$ cat src/design/fcpi_pkg.sv
package fcpi_pkg;

	// Angle format is Q4.ANGLE_FRAC_BITS radians.
	localparam int ANGLE_FRAC_BITS = 16;
	localparam int ANG_W = ANGLE_FRAC_BITS + 4;
	localparam int AXIS_W = 16;
	localparam int AXIS_FRAC = 14;
	localparam int POS_W = 32;
	localparam int UNIT_W = 12;

	// Serial multiplier operands and product.
	localparam int MUL_W = 35;
	localparam int PROD_W = 2 * MUL_W;
	localparam int MUL_CNT_W = $clog2(MUL_W);
	localparam int M100_IN_W = 34;
	localparam int M100_OUT_W = M100_IN_W + 7;

	// CORDIC datapath.
	localparam int TRIG_W = 33;
	localparam int T_W = 36;
	localparam int CORDIC_ITERS = 30;
	localparam int ITER_W = $clog2(CORDIC_ITERS);
	localparam int TRIG_SHIFT = 30 - ANGLE_FRAC_BITS;

	// Conversion of an angle to game units by restoring division.
	localparam int DIV_W = 50;
	localparam int QUO_W = 14;
	localparam int QUO_CNT_W = $clog2(QUO_W);
	localparam int UNITS_SHIFT = 44 - ANGLE_FRAC_BITS;
	localparam int LOAD_SHIFT = 43 - ANGLE_FRAC_BITS;
	localparam int MOVE_SHIFT = 44;
	localparam int LOOK_SHIFT = 30;

	localparam longint PI_Q32 = 64'sd13493037704;
	localparam longint PI_Q30 = 64'sd3373259426;
	localparam longint HALF_PI_Q30 = 64'sd1686629713;
	localparam longint ONE_F = 64'sd1 <<< ANGLE_FRAC_BITS;
	localparam longint PI_F = (PI_Q32 + (64'sd1 <<< (31 - ANGLE_FRAC_BITS)))
		>>> (32 - ANGLE_FRAC_BITS);
	localparam longint YAW_STEP = (ONE_F + 5) / 10;
	localparam longint PITCH_STEP = (ONE_F + 10) / 20;
	localparam longint PITCH_LIMIT = (9 * ONE_F + 5) / 10;
	localparam longint CORDIC_K = 64'sh26DD3B6A;
	localparam longint AXIS_ONE = 64'sd1 <<< AXIS_FRAC;
	// Adding 8192 whole divisors keeps the dividend positive; it vanishes modulo 4096.
	localparam longint UNITS_BIAS = 64'sd8192 * 2 * PI_Q32;

	typedef enum logic {
		CFG_INVERT_YAW   = 1'b0,
		CFG_INVERT_PITCH = 1'b1
	} cfg_index_t;

	typedef enum logic [3:0] {
		ST_IDLE,
		ST_MUL_A,
		ST_MUL_B,
		ST_TRIG_YAW,
		ST_MOVE_XF,
		ST_MOVE_ZF,
		ST_MOVE_XS,
		ST_MOVE_ZS,
		ST_TRIG_PITCH,
		ST_LOOK_X,
		ST_LOOK_Z,
		ST_UNITS_PITCH,
		ST_UNITS_YAW,
		ST_DONE
	} state_t;

	typedef struct packed {
		logic                     action;
		logic signed [AXIS_W-1:0] axis_forward;
		logic signed [AXIS_W-1:0] axis_side;
		logic signed [AXIS_W-1:0] axis_vertical;
		logic signed [AXIS_W-1:0] axis_turn_yaw;
		logic signed [AXIS_W-1:0] axis_turn_pitch;
		logic signed [POS_W-1:0]  load_pos_x;
		logic signed [POS_W-1:0]  load_pos_y;
		logic signed [POS_W-1:0]  load_pos_z;
		logic [UNIT_W-1:0]        load_rot_pitch;
		logic [UNIT_W-1:0]        load_rot_yaw;
	} in_word_t;

	typedef struct packed {
		logic signed [POS_W-1:0] pos_x;
		logic signed [POS_W-1:0] pos_y;
		logic signed [POS_W-1:0] pos_z;
		logic signed [POS_W-1:0] look_x;
		logic signed [POS_W-1:0] look_y;
		logic signed [POS_W-1:0] look_z;
		logic [UNIT_W-1:0]       rot_pitch_out;
		logic [UNIT_W-1:0]       rot_yaw_out;
	} out_word_t;

	function automatic logic [31:0] atan_entry(input logic [ITER_W-1:0] i);
		logic [31:0] r;
		unique case (i)
			5'd0:  r = 32'h3243F6A8;
			5'd1:  r = 32'h1DAC6705;
			5'd2:  r = 32'h0FADBAFC;
			5'd3:  r = 32'h07F56EA6;
			5'd4:  r = 32'h03FEAB76;
			5'd5:  r = 32'h01FFD55B;
			5'd6:  r = 32'h00FFFAAA;
			5'd7:  r = 32'h007FFF55;
			5'd8:  r = 32'h003FFFEA;
			5'd9:  r = 32'h001FFFFD;
			5'd10: r = 32'h000FFFFF;
			5'd11: r = 32'h0007FFFF;
			5'd12: r = 32'h0003FFFF;
			5'd13: r = 32'h0001FFFF;
			5'd14: r = 32'h0000FFFF;
			5'd15: r = 32'h00007FFF;
			5'd16: r = 32'h00003FFF;
			5'd17: r = 32'h00001FFF;
			5'd18: r = 32'h00000FFF;
			5'd19: r = 32'h000007FF;
			5'd20: r = 32'h000003FF;
			5'd21: r = 32'h000001FF;
			5'd22: r = 32'h000000FF;
			5'd23: r = 32'h0000007F;
			5'd24: r = 32'h0000003F;
			5'd25: r = 32'h0000001F;
			5'd26: r = 32'h0000000F;
			5'd27: r = 32'h00000008;
			5'd28: r = 32'h00000004;
			5'd29: r = 32'h00000002;
			default: r = 32'h00000000;
		endcase
		return r;
	endfunction

	function automatic logic signed [AXIS_W-1:0] sat_axis(input logic signed [AXIS_W-1:0] a);
		logic signed [AXIS_W-1:0] r;
		r = a;
		if (a > AXIS_W'(AXIS_ONE))
			r = AXIS_W'(AXIS_ONE);
		if (a < -AXIS_W'(AXIS_ONE))
			r = -AXIS_W'(AXIS_ONE);
		return r;
	endfunction

	function automatic logic signed [M100_OUT_W-1:0] mul100(
		input logic signed [M100_IN_W-1:0] v);
		logic signed [M100_OUT_W-1:0] w;
		w = M100_OUT_W'(v);
		return (w <<< 6) + (w <<< 5) + (w <<< 2);
	endfunction

	// Arithmetic shift right that rounds toward zero.
	function automatic logic signed [PROD_W-1:0] trunc_shr(
		input logic signed [PROD_W-1:0] v, input int unsigned k);
		logic signed [PROD_W-1:0] bias;
		bias = (PROD_W'(1) <<< k) - PROD_W'(1);
		return v[PROD_W-1] ? ((v + bias) >>> k) : (v >>> k);
	endfunction

	function automatic logic signed [ANG_W-1:0] wrap_yaw(input logic signed [ANG_W-1:0] y);
		logic signed [ANG_W-1:0] r;
		r = y;
		if (r >= ANG_W'(PI_F))
			r = r - ANG_W'(2 * PI_F);
		if (r < -ANG_W'(PI_F))
			r = r + ANG_W'(2 * PI_F);
		return r;
	endfunction

endpackage

$ cat src/design/fcpi_mul.sv
module fcpi_mul (
	input  logic                                 clk,
	input  logic                                 arst_n,
	input  logic                                 start,
	input  logic signed [fcpi_pkg::MUL_W-1:0]    a,
	input  logic signed [fcpi_pkg::MUL_W-1:0]    b,
	output logic                                 done,
	output logic signed [fcpi_pkg::PROD_W-1:0]   prod
);
	import fcpi_pkg::*;

	logic                     busy_q;
	logic                     done_q;
	logic [MUL_CNT_W-1:0]     cnt_q;
	logic signed [PROD_W-1:0] mcand_q;
	logic signed [PROD_W-1:0] acc_q;
	logic [MUL_W-1:0]         mplier_q;

	always_ff @(posedge clk or negedge arst_n) begin
		if (!arst_n) begin
			busy_q <= 1'b0;
			done_q <= 1'b0;
			cnt_q  <= '0;
		end else begin
			done_q <= 1'b0;
			if (start) begin
				busy_q <= 1'b1;
				cnt_q  <= '0;
			end else if (busy_q) begin
				cnt_q <= cnt_q + MUL_CNT_W'(1);
				if (cnt_q == MUL_CNT_W'(MUL_W - 1)) begin
					busy_q <= 1'b0;
					done_q <= 1'b1;
				end
			end
		end
	end

	// The sign of the multiplier moves onto the multiplicand, so that only its
	// magnitude is shifted out, one bit a cycle.
	always_ff @(posedge clk) begin
		if (start) begin
			mcand_q  <= b[MUL_W-1] ? -PROD_W'(a) : PROD_W'(a);
			mplier_q <= b[MUL_W-1] ? MUL_W'(-b) : MUL_W'(b);
			acc_q    <= '0;
		end else if (busy_q) begin
			if (mplier_q[0])
				acc_q <= acc_q + mcand_q;
			mcand_q  <= mcand_q <<< 1;
			mplier_q <= mplier_q >> 1;
		end
	end

	assign done = done_q;
	assign prod = acc_q;

endmodule

$ cat src/design/fcpi_cordic.sv
module fcpi_cordic (
	input  logic                                 clk,
	input  logic                                 arst_n,
	input  logic                                 start,
	input  logic signed [fcpi_pkg::ANG_W-1:0]    angle,
	output logic                                 done,
	output logic signed [fcpi_pkg::TRIG_W-1:0]   cos_val,
	output logic signed [fcpi_pkg::TRIG_W-1:0]   sin_val
);
	import fcpi_pkg::*;

	logic                     busy_q;
	logic                     done_q;
	logic [ITER_W-1:0]        i_q;
	logic signed [T_W-1:0]    t_q;
	logic signed [TRIG_W-1:0] x_q;
	logic signed [TRIG_W-1:0] y_q;
	logic                     neg_q;

	logic signed [T_W-1:0]    t0;
	logic signed [T_W-1:0]    t1;
	logic signed [T_W-1:0]    t2;
	logic                     neg0;
	logic signed [TRIG_W-1:0] x_sh;
	logic signed [TRIG_W-1:0] y_sh;
	logic signed [T_W-1:0]    atan_v;

	// Fold the angle into one turn and then into the right half plane.
	always_comb begin
		t0 = T_W'(angle) <<< TRIG_SHIFT;
		if (t0 > T_W'(PI_Q30))
			t1 = t0 - T_W'(2 * PI_Q30);
		else if (t0 < -T_W'(PI_Q30))
			t1 = t0 + T_W'(2 * PI_Q30);
		else
			t1 = t0;
		neg0 = 1'b0;
		t2   = t1;
		if (t1 > T_W'(HALF_PI_Q30)) begin
			t2   = t1 - T_W'(PI_Q30);
			neg0 = 1'b1;
		end else if (t1 < -T_W'(HALF_PI_Q30)) begin
			t2   = t1 + T_W'(PI_Q30);
			neg0 = 1'b1;
		end
		x_sh   = x_q >>> i_q;
		y_sh   = y_q >>> i_q;
		atan_v = T_W'(atan_entry(i_q));
	end

	always_ff @(posedge clk or negedge arst_n) begin
		if (!arst_n) begin
			busy_q <= 1'b0;
			done_q <= 1'b0;
			i_q    <= '0;
		end else begin
			done_q <= 1'b0;
			if (start) begin
				busy_q <= 1'b1;
				i_q    <= '0;
			end else if (busy_q) begin
				i_q <= i_q + ITER_W'(1);
				if (i_q == ITER_W'(CORDIC_ITERS - 1)) begin
					busy_q <= 1'b0;
					done_q <= 1'b1;
				end
			end
		end
	end

	always_ff @(posedge clk) begin
		if (start) begin
			t_q   <= t2;
			x_q   <= TRIG_W'(CORDIC_K);
			y_q   <= '0;
			neg_q <= neg0;
		end else if (busy_q) begin
			if (t_q >= 0) begin
				x_q <= x_q - y_sh;
				y_q <= y_q + x_sh;
				t_q <= t_q - atan_v;
			end else begin
				x_q <= x_q + y_sh;
				y_q <= y_q - x_sh;
				t_q <= t_q + atan_v;
			end
		end
	end

	assign done    = done_q;
	assign cos_val = neg_q ? -x_q : x_q;
	assign sin_val = neg_q ? -y_q : y_q;

endmodule

$ cat src/design/fcpi_div.sv
module fcpi_div (
	input  logic                                clk,
	input  logic                                arst_n,
	input  logic                                start,
	input  logic signed [fcpi_pkg::ANG_W-1:0]   angle,
	output logic                                done,
	output logic [fcpi_pkg::UNIT_W-1:0]         units
);
	import fcpi_pkg::*;

	logic                    busy_q;
	logic                    done_q;
	logic [QUO_CNT_W-1:0]    cnt_q;
	logic [DIV_W-1:0]        rem_q;
	logic [DIV_W-1:0]        dsor_q;
	logic [QUO_W-1:0]        quo_q;
	logic signed [DIV_W-1:0] num;
	logic                    fits;

	always_comb begin
		num  = -(DIV_W'(angle) <<< UNITS_SHIFT) + DIV_W'(PI_Q32) + DIV_W'(UNITS_BIAS);
		fits = rem_q >= dsor_q;
	end

	always_ff @(posedge clk or negedge arst_n) begin
		if (!arst_n) begin
			busy_q <= 1'b0;
			done_q <= 1'b0;
			cnt_q  <= '0;
		end else begin
			done_q <= 1'b0;
			if (start) begin
				busy_q <= 1'b1;
				cnt_q  <= '0;
			end else if (busy_q) begin
				cnt_q <= cnt_q + QUO_CNT_W'(1);
				if (cnt_q == QUO_CNT_W'(QUO_W - 1)) begin
					busy_q <= 1'b0;
					done_q <= 1'b1;
				end
			end
		end
	end

	// One quotient bit a cycle, most significant first.
	always_ff @(posedge clk) begin
		if (start) begin
			rem_q  <= DIV_W'(num);
			dsor_q <= DIV_W'(2 * PI_Q32) << (QUO_W - 1);
			quo_q  <= '0;
		end else if (busy_q) begin
			if (fits)
				rem_q <= rem_q - dsor_q;
			quo_q  <= {quo_q[QUO_W-2:0], fits};
			dsor_q <= dsor_q >> 1;
		end
	end

	assign done  = done_q;
	assign units = quo_q[UNIT_W-1:0];

endmodule

$ cat src/design/free_camera_pose_integrator.sv
// Free-fly camera pose integrator.
// Input words arrive on in_valid/in_ready/in_data. A load word sets the position
// and the yaw and pitch from game rotation units; a step word turns the camera by
// its turn axes and moves it by its movement axes rotated by the yaw. Every input
// word gives one output word on out_valid/out_ready/out_data: position, a look-at
// point 100 units ahead and the rotation in game units.
// The invert flags are written on cfg_valid/cfg_ready/cfg_index/cfg_data; the
// user must write them only while the block is idle, which the block does not
// enforce; cfg_ready is always high. One word is worked on at a time. All
// products but the scalings by 100 go through one bit-serial multiplier, sine
// and cosine through a 30-step CORDIC and the unit conversion through a 14-step
// divider. A new word is accepted only after the previous result has been written
// to the output register. If the receiver stalls, the result waits in the output
// register; the next word may still be taken and worked on, and holds in its last
// state until the output register is free.
// Reset clears the pose to zero, clears both invert flags and drops any result.
module free_camera_pose_integrator (
	input  logic                   clk,
	input  logic                   arst_n,
	input  logic                   in_valid,
	output logic                   in_ready,
	input  fcpi_pkg::in_word_t     in_data,
	output logic                   out_valid,
	input  logic                   out_ready,
	output fcpi_pkg::out_word_t    out_data,
	input  logic                   cfg_valid,
	output logic                   cfg_ready,
	input  fcpi_pkg::cfg_index_t   cfg_index,
	input  logic                   cfg_data
);
	import fcpi_pkg::*;

	state_t state_q, state_d;
	logic   issued_q;
	logic   inv_yaw_q, inv_pitch_q;
	logic   out_valid_q;

	in_word_t  in_q;
	out_word_t out_q;

	logic signed [ANG_W-1:0]  yaw_q, pitch_q;
	logic [POS_W-1:0]         pos_x_q, pos_y_q, pos_z_q;
	logic signed [TRIG_W-1:0] cy_q, sy_q, cp_q;
	logic [POS_W-1:0]         look_x_q, look_y_q, look_z_q;
	logic [UNIT_W-1:0]        rot_p_q, rot_y_q;

	logic                     mul_start, mul_done;
	logic signed [MUL_W-1:0]  mul_a, mul_b;
	logic signed [PROD_W-1:0] prod;
	logic                     trig_start, trig_done;
	logic signed [ANG_W-1:0]  trig_angle;
	logic signed [TRIG_W-1:0] cos_val, sin_val;
	logic                     div_start, div_done;
	logic signed [ANG_W-1:0]  div_angle;
	logic [UNIT_W-1:0]        units;
	logic                     out_load;

	logic signed [AXIS_W-1:0]     af, as_ax, av, ay, ap;
	logic signed [M100_OUT_W-1:0] af100, as100;
	logic signed [PROD_W-1:0]     turn_full, load_full, move_full;
	logic signed [PROD_W-1:0]     look_p, look_full, vert_full, look_y_full;
	logic signed [ANG_W-1:0]      turn_delta, load_angle;
	logic signed [ANG_W:0]        pitch_sum;
	logic signed [ANG_W-1:0]      pitch_clamped;
	logic [POS_W-1:0]             move_inc, look_inc, vert_inc, look_y_inc;

	fcpi_mul u_mul (
		.clk    (clk),
		.arst_n (arst_n),
		.start  (mul_start),
		.a      (mul_a),
		.b      (mul_b),
		.done   (mul_done),
		.prod   (prod)
	);

	fcpi_cordic u_cordic (
		.clk     (clk),
		.arst_n  (arst_n),
		.start   (trig_start),
		.angle   (trig_angle),
		.done    (trig_done),
		.cos_val (cos_val),
		.sin_val (sin_val)
	);

	fcpi_div u_div (
		.clk    (clk),
		.arst_n (arst_n),
		.start  (div_start),
		.angle  (div_angle),
		.done   (div_done),
		.units  (units)
	);

	// Operand preparation and result scaling.
	always_comb begin
		af    = sat_axis(in_q.axis_forward);
		as_ax = sat_axis(in_q.axis_side);
		av    = sat_axis(in_q.axis_vertical);
		ay    = inv_yaw_q ? -sat_axis(in_q.axis_turn_yaw) : sat_axis(in_q.axis_turn_yaw);
		ap    = inv_pitch_q ? -sat_axis(in_q.axis_turn_pitch)
			: sat_axis(in_q.axis_turn_pitch);
		af100 = mul100(M100_IN_W'(af));
		as100 = mul100(M100_IN_W'(as_ax));

		turn_full  = (prod + PROD_W'(AXIS_ONE / 2)) >>> AXIS_FRAC;
		turn_delta = turn_full[ANG_W-1:0];
		load_full  = (prod + (PROD_W'(1) <<< (LOAD_SHIFT - 1))) >>> LOAD_SHIFT;
		load_angle = load_full[ANG_W-1:0];

		pitch_sum = (ANG_W + 1)'(pitch_q) + (ANG_W + 1)'(turn_delta);
		if (pitch_sum > (ANG_W + 1)'(PITCH_LIMIT))
			pitch_clamped = ANG_W'(PITCH_LIMIT);
		else if (pitch_sum < -(ANG_W + 1)'(PITCH_LIMIT))
			pitch_clamped = -ANG_W'(PITCH_LIMIT);
		else
			pitch_clamped = pitch_sum[ANG_W-1:0];

		move_full = trunc_shr(prod, MOVE_SHIFT);
		move_inc  = move_full[POS_W-1:0];
		look_p    = trunc_shr(prod, LOOK_SHIFT);
		look_full = trunc_shr(PROD_W'(mul100(look_p[M100_IN_W-1:0])), LOOK_SHIFT);
		look_inc  = look_full[POS_W-1:0];
		vert_full = trunc_shr(PROD_W'(mul100(M100_IN_W'(av))), AXIS_FRAC);
		vert_inc  = vert_full[POS_W-1:0];
		look_y_full = trunc_shr(PROD_W'(mul100(-M100_IN_W'(sin_val))), LOOK_SHIFT);
		look_y_inc  = look_y_full[POS_W-1:0];
	end

	// Sequencer: each working state starts its unit once and moves on when it is done.
	always_comb begin
		state_d    = state_q;
		mul_start  = 1'b0;
		trig_start = 1'b0;
		div_start  = 1'b0;
		mul_a      = '0;
		mul_b      = '0;
		trig_angle = yaw_q;
		div_angle  = pitch_q;
		out_load   = 1'b0;
		unique case (state_q)
			ST_IDLE: begin
				if (in_valid)
					state_d = ST_MUL_A;
			end
			ST_MUL_A: begin
				mul_start = !issued_q;
				if (in_q.action) begin
					mul_a = MUL_W'(PI_Q32);
					mul_b = MUL_W'(in_q.load_rot_pitch);
				end else begin
					mul_a = MUL_W'(ay);
					mul_b = MUL_W'(YAW_STEP);
				end
				if (mul_done)
					state_d = ST_MUL_B;
			end
			ST_MUL_B: begin
				mul_start = !issued_q;
				if (in_q.action) begin
					mul_a = MUL_W'(PI_Q32);
					mul_b = MUL_W'(in_q.load_rot_yaw);
				end else begin
					mul_a = MUL_W'(ap);
					mul_b = MUL_W'(PITCH_STEP);
				end
				if (mul_done)
					state_d = ST_TRIG_YAW;
			end
			ST_TRIG_YAW: begin
				trig_start = !issued_q;
				trig_angle = yaw_q;
				if (trig_done)
					state_d = in_q.action ? ST_TRIG_PITCH : ST_MOVE_XF;
			end
			ST_MOVE_XF: begin
				mul_start = !issued_q;
				mul_a     = -MUL_W'(cy_q);
				mul_b     = MUL_W'(af100);
				if (mul_done)
					state_d = ST_MOVE_ZF;
			end
			ST_MOVE_ZF: begin
				mul_start = !issued_q;
				mul_a     = -MUL_W'(sy_q);
				mul_b     = MUL_W'(af100);
				if (mul_done)
					state_d = ST_MOVE_XS;
			end
			ST_MOVE_XS: begin
				mul_start = !issued_q;
				mul_a     = -MUL_W'(sy_q);
				mul_b     = MUL_W'(as100);
				if (mul_done)
					state_d = ST_MOVE_ZS;
			end
			ST_MOVE_ZS: begin
				mul_start = !issued_q;
				mul_a     = MUL_W'(cy_q);
				mul_b     = MUL_W'(as100);
				if (mul_done)
					state_d = ST_TRIG_PITCH;
			end
			ST_TRIG_PITCH: begin
				trig_start = !issued_q;
				trig_angle = pitch_q;
				if (trig_done)
					state_d = ST_LOOK_X;
			end
			ST_LOOK_X: begin
				mul_start = !issued_q;
				mul_a     = -MUL_W'(sy_q);
				mul_b     = MUL_W'(cp_q);
				if (mul_done)
					state_d = ST_LOOK_Z;
			end
			ST_LOOK_Z: begin
				mul_start = !issued_q;
				mul_a     = MUL_W'(cy_q);
				mul_b     = MUL_W'(cp_q);
				if (mul_done)
					state_d = ST_UNITS_PITCH;
			end
			ST_UNITS_PITCH: begin
				div_start = !issued_q;
				div_angle = pitch_q;
				if (div_done)
					state_d = ST_UNITS_YAW;
			end
			ST_UNITS_YAW: begin
				div_start = !issued_q;
				div_angle = yaw_q;
				if (div_done)
					state_d = ST_DONE;
			end
			ST_DONE: begin
				if (!out_valid_q || out_ready) begin
					out_load = 1'b1;
					state_d  = ST_IDLE;
				end
			end
			default: state_d = ST_IDLE;
		endcase
	end

	always_ff @(posedge clk or negedge arst_n) begin
		if (!arst_n) begin
			state_q     <= ST_IDLE;
			issued_q    <= 1'b0;
			out_valid_q <= 1'b0;
			inv_yaw_q   <= 1'b0;
			inv_pitch_q <= 1'b0;
		end else begin
			state_q <= state_d;
			if (mul_start || trig_start || div_start)
				issued_q <= 1'b1;
			else if (mul_done || trig_done || div_done)
				issued_q <= 1'b0;
			if (out_load)
				out_valid_q <= 1'b1;
			else if (out_ready)
				out_valid_q <= 1'b0;
			if (cfg_valid) begin
				unique case (cfg_index)
					CFG_INVERT_YAW:   inv_yaw_q   <= cfg_data;
					CFG_INVERT_PITCH: inv_pitch_q <= cfg_data;
				endcase
			end
		end
	end

	// Pose state.
	always_ff @(posedge clk or negedge arst_n) begin
		if (!arst_n) begin
			yaw_q   <= '0;
			pitch_q <= '0;
			pos_x_q <= '0;
			pos_y_q <= '0;
			pos_z_q <= '0;
		end else begin
			if (state_q == ST_IDLE && in_valid && in_data.action) begin
				pos_x_q <= in_data.load_pos_x;
				pos_y_q <= in_data.load_pos_y;
				pos_z_q <= in_data.load_pos_z;
			end
			if (state_q == ST_MUL_A && mul_done) begin
				if (in_q.action)
					pitch_q <= load_angle;
				else
					yaw_q <= yaw_q + turn_delta;
			end
			if (state_q == ST_MUL_B && mul_done) begin
				if (in_q.action) begin
					yaw_q <= wrap_yaw(-load_angle);
				end else begin
					pitch_q <= pitch_clamped;
					yaw_q   <= wrap_yaw(yaw_q);
				end
			end
			if ((state_q == ST_MOVE_XF || state_q == ST_MOVE_XS) && mul_done)
				pos_x_q <= pos_x_q + move_inc;
			if (state_q == ST_MOVE_ZF && mul_done)
				pos_z_q <= pos_z_q + move_inc;
			if (state_q == ST_MOVE_ZS && mul_done) begin
				pos_z_q <= pos_z_q + move_inc;
				pos_y_q <= pos_y_q + vert_inc;
			end
		end
	end

	always_ff @(posedge clk) begin
		if (state_q == ST_IDLE && in_valid)
			in_q <= in_data;
		if (state_q == ST_TRIG_YAW && trig_done) begin
			cy_q <= cos_val;
			sy_q <= sin_val;
		end
		if (state_q == ST_TRIG_PITCH && trig_done) begin
			cp_q     <= cos_val;
			look_y_q <= pos_y_q + look_y_inc;
		end
		if (state_q == ST_LOOK_X && mul_done)
			look_x_q <= pos_x_q + look_inc;
		if (state_q == ST_LOOK_Z && mul_done)
			look_z_q <= pos_z_q + look_inc;
		if (state_q == ST_UNITS_PITCH && div_done)
			rot_p_q <= units;
		if (state_q == ST_UNITS_YAW && div_done)
			rot_y_q <= units;
		if (out_load) begin
			out_q.pos_x         <= pos_x_q;
			out_q.pos_y         <= pos_y_q;
			out_q.pos_z         <= pos_z_q;
			out_q.look_x        <= look_x_q;
			out_q.look_y        <= look_y_q;
			out_q.look_z        <= look_z_q;
			out_q.rot_pitch_out <= rot_p_q;
			out_q.rot_yaw_out   <= rot_y_q;
		end
	end

	assign in_ready  = (state_q == ST_IDLE);
	assign cfg_ready = 1'b1;
	assign out_valid = out_valid_q;
	assign out_data  = out_q;

	// Only one shared unit may finish at a time.
	a_one_unit_done: assert property (@(posedge clk) disable iff (!arst_n)
		$onehot0({mul_done, trig_done, div_done}))
		else $error("two arithmetic units finished together");

	a_accept_starts: assert property (@(posedge clk) disable iff (!arst_n)
		(in_valid && in_ready) |=> (state_q == ST_MUL_A))
		else $error("accepted word did not start the sequence");

	a_result_shown: assert property (@(posedge clk) disable iff (!arst_n)
		(state_q == ST_DONE && (!out_valid || out_ready)) |=> out_valid)
		else $error("finished result was not presented");

	// Between words the yaw always lies in its wrapped range.
	a_yaw_wrapped: assert property (@(posedge clk) disable iff (!arst_n)
		(state_q == ST_IDLE) |-> (yaw_q >= -ANG_W'(PI_F) && yaw_q < ANG_W'(PI_F)))
		else $error("yaw outside its wrapped range");

endmodule
$ cat config.mk
export PLATFORM = sky130hd
export DESIGN_NAME = free_camera_pose_integrator
export DESIGN_NICKNAME = d
export VERILOG_FILES = /design/src/design/fcpi_pkg.sv /design/src/design/fcpi_mul.sv /design/src/design/fcpi_cordic.sv /design/src/design/fcpi_div.sv /design/src/design/free_camera_pose_integrator.sv
export SDC_FILE = /design/constraint.sdc
export NUM_CORES = 2
export LEC_CHECK = 0
export BUFFER_PORTS_ARGS = -buffer_cell sky130_fd_sc_hd__buf_2
export CAP_MARGIN = 20
export CORE_MARGIN = 5
export CORE_UTILIZATION = 55
export DETAILED_ROUTE_END_ITERATION = 7
export GPL_ROUTABILITY_DRIVEN = 0
export GPL_TIMING_DRIVEN = 0
export PLACE_DENSITY = 0.75
export RECOVER_POWER = 50
export SKIP_LAST_GASP = 1
export SYNTH_ARGS = -nofsm -noshare
export SYNTH_HDL_FRONTEND = slang
export SYNTH_SLANG_ARGS = --single-unit
$ cat constraint.sdc
create_clock -name clk -period 31.3 [get_ports clk]
set_input_delay 6.26 -clock clk [delete_from_list [all_inputs] [get_ports clk]]
set_output_delay 6.26 -clock clk [all_outputs]
set_load 0.02 [all_outputs]
== Word-level counts from Yosys, hierarchy flattened ==
Memories as Yosys holds them, arrays and structs flattened.
Index checks and enable logic that the tools add are counted.

* Bits in registers: 1,093
* Bits in read-only memories: 960
* Input bits: 208
* Memories kept: 1

{| class="wikitable"
|+ Memories
! name !! words !! bits a word !! read ports !! clocked after memory_dff !! write ports !! RTL line !! RTL
|-
| (no name shown) || 32 || 30 || 1 || 0 || 0 || fcpi_pkg.sv:97 || <nowiki>unique case (i)</nowiki>
|}

* Add/sub/neg operators: 57
* $lt $le $gt $ge: 22
* Equal/unequal tests: 31
* Shift operators: 2
* Multiplexer cells: 120
* Bitwise gates (word level): 1
* Reductions and logical operators: 46

{| class="wikitable"
|+ Operators with widths
! operator !! count
|-
| 2-to-1 mux 20 bit || 20
|-
| 2-to-1 mux 32 bit || 11
|-
| one-hot mux 35 bit (5 select lines) || 2
|-
| 2-to-1 mux 36 bit || 7
|-
| 2-to-1 mux 70 bit || 3
|-
| adder 32 bit || 6
|-
| 2-to-1 mux 16 bit || 12
|-
| 2-to-1 mux 35 bit || 5
|-
| 2-to-1 mux 50 bit || 3
|-
| 2-to-1 mux 33 bit || 4
|-
| adder 41 x 31 -> 42 bit, second input constant || 2
|-
| adder 40 x 39 -> 41 bit || 2
|-
| adder 41 x 36 -> 41 bit || 2
|-
| > comparator 16 bit, second input constant || 5
|-
| less-than comparator 16 x 15 -> 1 bit, second input constant || 5
|-
| adder 23 x 18 -> 24 bit || 3
|-
| adder 70 x 45 -> 70 bit, second input constant || 1
|-
| adder 70 bit || 1
|-
| negator 33 -> 35 bit || 2
|-
| negator 35 -> 70 bit || 1
|-
| adder 22 x 21 -> 23 bit || 3
|-
| 2-to-1 mux 4 bit || 17
|-
| adder 33 bit || 2
|-
| negator 33 bit || 2
|-
| other kinds (64) || 158
|}

== Logic depth before layout (Yosys ltp) ==
* Word-level depth: 10
* Depth in mapped cells: 50
* Mapped depth without buffers: 47

== Hierarchy ==
A second synthesis with hierarchy kept.

* Cells, all modules: 10,129
* Area total of the unflattened synthesis: 90,591.9 µm²

{| class="wikitable"
|+ Modules (own cells, without submodules)
! module !! instances !! cells an instance !! area an instance (µm²) !! sequential area each (µm²)
|-
| free_camera_pose_integrator || 1 || 5,309 || 51,202.9 || 19,819.0
|-
| fcpi_cordic || 1 || 2,481 || 19,357.3 || 2,607.5
|-
| fcpi_mul || 1 || 1,497 || 12,507.0 || 4,754.6
|-
| fcpi_div || 1 || 842 || 7,524.7 || 2,852.7
|}

== Worst setup path after synthesis ==
Ideal clock, no wire load.

* Kind: input-to-reg
* Start point: in out_ready
* End point: reg out_q (netlist bit out_data[0]), enable pin
* Setup time: 1.057 ns
* Arrival: 20.841 ns
* Slack: 9.401 ns
* Stages on the path: 2
* Cells stage by stage: nor2b_1 nor3_1

* Word-level cells in the longest chain between the ends: 3

{| class="wikitable"
|+ RTL lines
! what !! RTL line !! RTL
|-
| start, declared || free_camera_pose_integrator.sv:24 || <nowiki>input logic out_ready,</nowiki>
|-
| logical OR 1 bit || free_camera_pose_integrator.sv:238 || <nowiki>if (!out_valid_q || out_ready) begin</nowiki>
|-
| 2-to-1 mux 1 bit || free_camera_pose_integrator.sv:238 ||
|-
| 2-to-1 mux 1 bit || free_camera_pose_integrator.sv:142 || <nowiki>unique case (state_q)</nowiki>
|-
| named net out_load || free_camera_pose_integrator.sv:56 || <nowiki>logic out_load;</nowiki>
|-
| end, declared || free_camera_pose_integrator.sv:39 || <nowiki>out_word_t out_q;</nowiki>
|}

The timed path passes the listed nets, and every way through them passes these cells.
A chain may end at the register's enable or synchronous reset.

== Worst setup path in the final report ==
* Start point: reg u_mul.acc_q[1] (netlist: u_mul.prod[1])
* End point: reg look_x_q[31] (data pin)

* Word-level cells in the longest chain between the ends: 7

{| class="wikitable"
|+ RTL lines
! what !! RTL line !! RTL
|-
| start, declared || fcpi_mul.sv:16 || <nowiki>logic signed [PROD_W-1:0] acc_q;</nowiki>
|-
| start signal, assigned || fcpi_mul.sv:48 || <nowiki>acc_q <= acc_q + mcand_q;</nowiki>
|-
| adder 64 x 31 -> 64 bit (*) || fcpi_pkg.sv:155 || <nowiki>return v[PROD_W-1] ? ((v + bias) >>> k) : (v >>> k);</nowiki>
|-
| 2-to-1 mux 34 bit (*) || fcpi_pkg.sv:155 ||
|-
| adder 40 x 39 -> 41 bit || fcpi_pkg.sv:147 || <nowiki>return (w <<< 6) + (w <<< 5) + (w <<< 2);</nowiki>
|-
| adder 41 x 36 -> 41 bit (*) || fcpi_pkg.sv:147 ||
|-
| adder 41 x 31 -> 42 bit || fcpi_pkg.sv:155 ||
|-
| 2-to-1 mux 32 bit (*) || fcpi_pkg.sv:155 ||
|-
| adder 32 bit (*) || free_camera_pose_integrator.sv:324 || <nowiki>look_x_q <= pos_x_q + look_inc;</nowiki>
|-
| end signal, assigned || free_camera_pose_integrator.sv:324 ||
|-
| end, declared || free_camera_pose_integrator.sv:44 || <nowiki>logic [POS_W-1:0] look_x_q, look_y_q, look_z_q;</nowiki>
|}

Mark *: on every way between the ends. The rest lies on a longest branch, timed or not.

==> results by group <==
Yosys
  – Synth Area in Adders: 0.113
  – Xor/xnor share of the synthesized area: 0.101
  – Compound-Gate Fraction of Synth Area: 0.188
  – Largest area contributor in the netlist: edfxtp_1
  – Cell variety after synth: 118
  – Post-synth top flop: edfxtp_1
  – Post-synth EDFFs: 732
  – Synthesized netlist cell count: 9957
  – Top post-synthesis cells by area: edfxtp_1 (25%), ha_1 (8.7%), xnor2_1 (6.3%)
  – #FFs+latches synth: 1093
  – Mean post-synth cell area: 8.90 um2
  – Sequential share of the synthesized area: 0.339
  – Post-Synthesis Cell Area: 0.0887 mm2
  – Synth top area share: 0.248
  – Ys Warns: 0
  – Mux cell area share after synthesis: 0.0451
  – Synth Area in Simple Gates: 0.173
  – Post-synthesis net count: 10900
  – Largest family of logic cells by synthesized area: compound AO/OA/AOI/OAI gates
  – Fraction of registers with async set or reset after synthesis: 0.151

Route
  – Post-Route WL: 284000 um
  – Total number of vias: 81700
  – Drt via density: 6.37
  – WL/cell: 22.2 um
  – Drt pass-1 iters: 8
  – Starting DRT DRC Count: 9994
  – Final antenna-violating net count: 0
  – DRC viols: 133

CTS
  – Clock sinks: 1093
  – Clock buffer count from CTS: 115
  – Root Buffer Master: clkbuf_16
  – Post-CTS sizing: 0
  – Clk buf depth: 3
  – Clk_lat worst skew: 0.79 ns
  – Setup repair bufs after CTS: 0
  – H-tree Lvls: 3
  – TritonCTS clock tree: yes
  – Clock slew at reported path FFs: 0.07 ns
  – Cts hold-fix bufs: 0

Place
  – DP Worst Slack: 18.64 ns
  – Cells after DPL: 12600
  – # port buffers: 425
  – HPWL Detailed: 224000 um

STA
  – Slew @ Worst Pin: 4.58 ns
  – Post-route setup slack: 18.35 ns
  – RSZ-0062 raised after global routing: false
  – Period utilisation layout: 0.414
  – Setup Viol. Count Final: 0
  – Post-route minimum period: 12.95 ns
  – Max_slew headroom: -2.05
  – Clk_skew: 0.0875 ns
  – Fmax: 77.2 MHz
  – Hold Fails Final Rpt: 0
  – Worst Hold Slack: 0.368 ns
  – Setup_tns: 0 ns
  – Slew Limit Fails: 405

Final layout
  – Final nets: 11500
  – FF/Latch Area: 0.0300 mm2
  – Layout Cells excl Fill: 12800
  – P&R area growth vs syn: 10.4%
  – Share of layout cells above drive strength 1: 0.0853
  – Fillers: 13600
  – Area occupied by multi-input gates: 0.0550 mm2
  – Final Core Density: 0.610

Floorplan
  – Die area: 0.169 mm2
  – I/O pin count: 427
  – Core area: 0.160 mm2
  – Initial core utilization: 0.553
  – Die width: 411 um
  – Rows: 147
  – Die Y: 411 um

GRT
  – GR Util All Layers: 0.320
  – Initial antenna violation count: 29
  – Number of global-route vias before repair: 77500
  – Pin count of the biggest net entering global routing: 97
  – First-pass GRT wire length: 432000 um
  – GRT Residual Overflow: 0

Status
  – Outcome: finished, violations left
  – Failing checks: design-rule violations, max-capacitance violations, max-slew violations

Setup path
  – CP max stage cell: o41ai_1
  – Data required, critical path: 31.78 ns
  – CP dominant cell by count: a21oi_1
  – Slowest stage delay, CP: 0.94 ns
  – Startpoint Class: register
  – Worst path bufs/invs: 1
  – WS Path Type: reg2reg
  – Cell family with most CP delay: compound AO/OA/AOI/OAI gates
  – CP Max Fanout: 7
  – Arr. time, crit path: 13.43 ns
  – Setup crit end kind: register

Job
  – Max_cap viols: 11

Pwr
  – P_int: 4320 uW
  – Switching Share: 0.448
  – Clk network pwr share: 0.182
  – Seq pwr share: 0.228
  – Leakage: 0.0405 uW
  – Switching Power: 3510 uW
  – Maximum VDD drop: 0.000106 V
  – Combinational fraction of design power: 0.590
  – Pwr Density: 80.1 mW/mm2

Hold path
  – Hold crit path type: reg2reg
## stage by stage
| step | instance area (um2) | power [uW] |
|---|---|---|
| 3_3_place_gp | 93500 | 6120 |
| 4_1_cts | 98100 | 7740 |
| 6_report | 97900 | 7840 |
| 2_1_floorplan | 88700 | 5240 |
| 3_5_place_dp | 94100 | 6290 |
| 5_1_grt | 97900 | 8390 |
## flip-flops by register name, indices dropped and copies added (netlist names), 20 cells and up
signal          flops
out_data          216
in_q              105
u_mul.mcand_q      70
u_mul.prod         70
u_div.rem_q        50
u_div.dsor_q       48
u_cordic.t_q       36
u_mul.mplier_q     35
cp_q               33
cy_q               33
sy_q               33
u_cordic.x_q       33
u_cordic.y_q       33
look_x_q           32
look_y_q           32
look_z_q           32
pos_x_q            32
pos_y_q            32
pos_z_q            32
pitch_q            20
yaw_q              20
## cell usage after synthesis, types with 96 or more instances
cell	n
a21o_1	222
a31oi_1	163
clkbuf_1	324
nor3_1	253
nor2_1	901
xor2_1	384
o31ai_1	96
nand2b_1	106
inv_1	512
edfxtp_1	732
fa_1	113
a21oi_1	686
nand2_1	1058
nand3_1	206
dfrtp_1	165
o21bai_1	102
ha_1	615
xnor2_1	637
o21ai_0	584
dfxtp_1	196
mux2i_1	171
## cells by family after synthesis
group | after synthesis
DFF | 1093
other | 2
buffers and inverters | 946
and+or+nand+nor | 3271
xor gates and xnor gates | 1024
adders and majority gates | 730
AOI/OAI and AO/OA | 2599
muxes | 292
## per-layer routing
metal / up-vias / part of all wire / track usage
li1: 37400 / - / -
met1: 38600 / 0.38 / 0.405
met2: 4572 / 0.45 / 0.513
met3: 1079 / 0.10 / 0.0595
met4: 6 / 0.069 / 0.192
met5: - / 0.00016 / 0
## area by class of cell
type                       count  share of cell area
timing repair buffer         468              0.0258
clock inverter                75             0.00828
sequential                  1093               0.307
inverter                     524              0.0201
antenna                       29            0.000741
tap                         2160              0.0276
buffer                       422              0.0170
clock buffer                 143              0.0319
multi-input combinational   7918               0.562
## power groups by stage
stage / Combinational (uW) / Sequential (uW) / Clock [uW]
finish: 4630 / 1790 / 1430
global route: 5100 / 1790 / 1500
CTS: 4520 / 1780 / 1440
detailed placement: 4480 / 1810 / 0
global placement: 4310 / 1810 / 0
floorplan: 3460 / 1780 / 0
## path summary, 6_finish.rpt
kind	cells past startpoint	slack, ns	end	start
setup / recovery	45	18.35	look_x_q[31]	u_mul.prod[1]
hold / removal	0	0.37	out_data[40]	look_z_q[16]
setup reg to reg	45	18.35	look_x_q[31]	u_mul.prod[1]
hold reg to reg	0	0.37	out_data[40]	look_z_q[16]
max in group asynchronous	1	21.55	pos_x_q[15]	arst_n
min in group asynchronous	1	7.07	pos_y_q[26]	arst_n
## worst reg2reg max path, delay by kind of cell, from the launching register on
kind,cells,cell delay [ns]
AO/OA/AOI/OAI,19,5.72
XOR/XNOR,3,0.72
adder cells (fa/ha/maj),3,1.28
buffers and inverters,1,0.25
flip-flops,1,0.34
multiplexers,1,0.23
AND/OR/NAND/NOR,18,4.11
## cell usage in the layout (no fill, tap or decap), drive strengths merged, types with 77 or more instances in the layout
| cell | n |
|---|---|
| mux2i | 173 |
| a21o | 222 |
| nand3 | 207 |
| nand4 | 92 |
| a21oi | 686 |
| or3 | 95 |
| o21ai | 620 |
| nand2b | 106 |
| a31oi | 164 |
| fa | 113 |
| nor3 | 257 |
| buf | 494 |
| xor2 | 385 |
| and3 | 88 |
| nand2 | 1059 |
| nor2 | 901 |
| edfxtp | 732 |
| nor2b | 95 |
| clkbuf | 538 |
| o31ai | 97 |
| mux4 | 82 |
| ha | 615 |
| or2 | 77 |
| xnor2 | 639 |
| o21a | 91 |
| dfrtp | 165 |
| o21bai | 102 |
| dfxtp | 196 |
| inv | 525 |
| and2 | 77 |
| nor4 | 87 |
(Power assumes the default switching activity.)
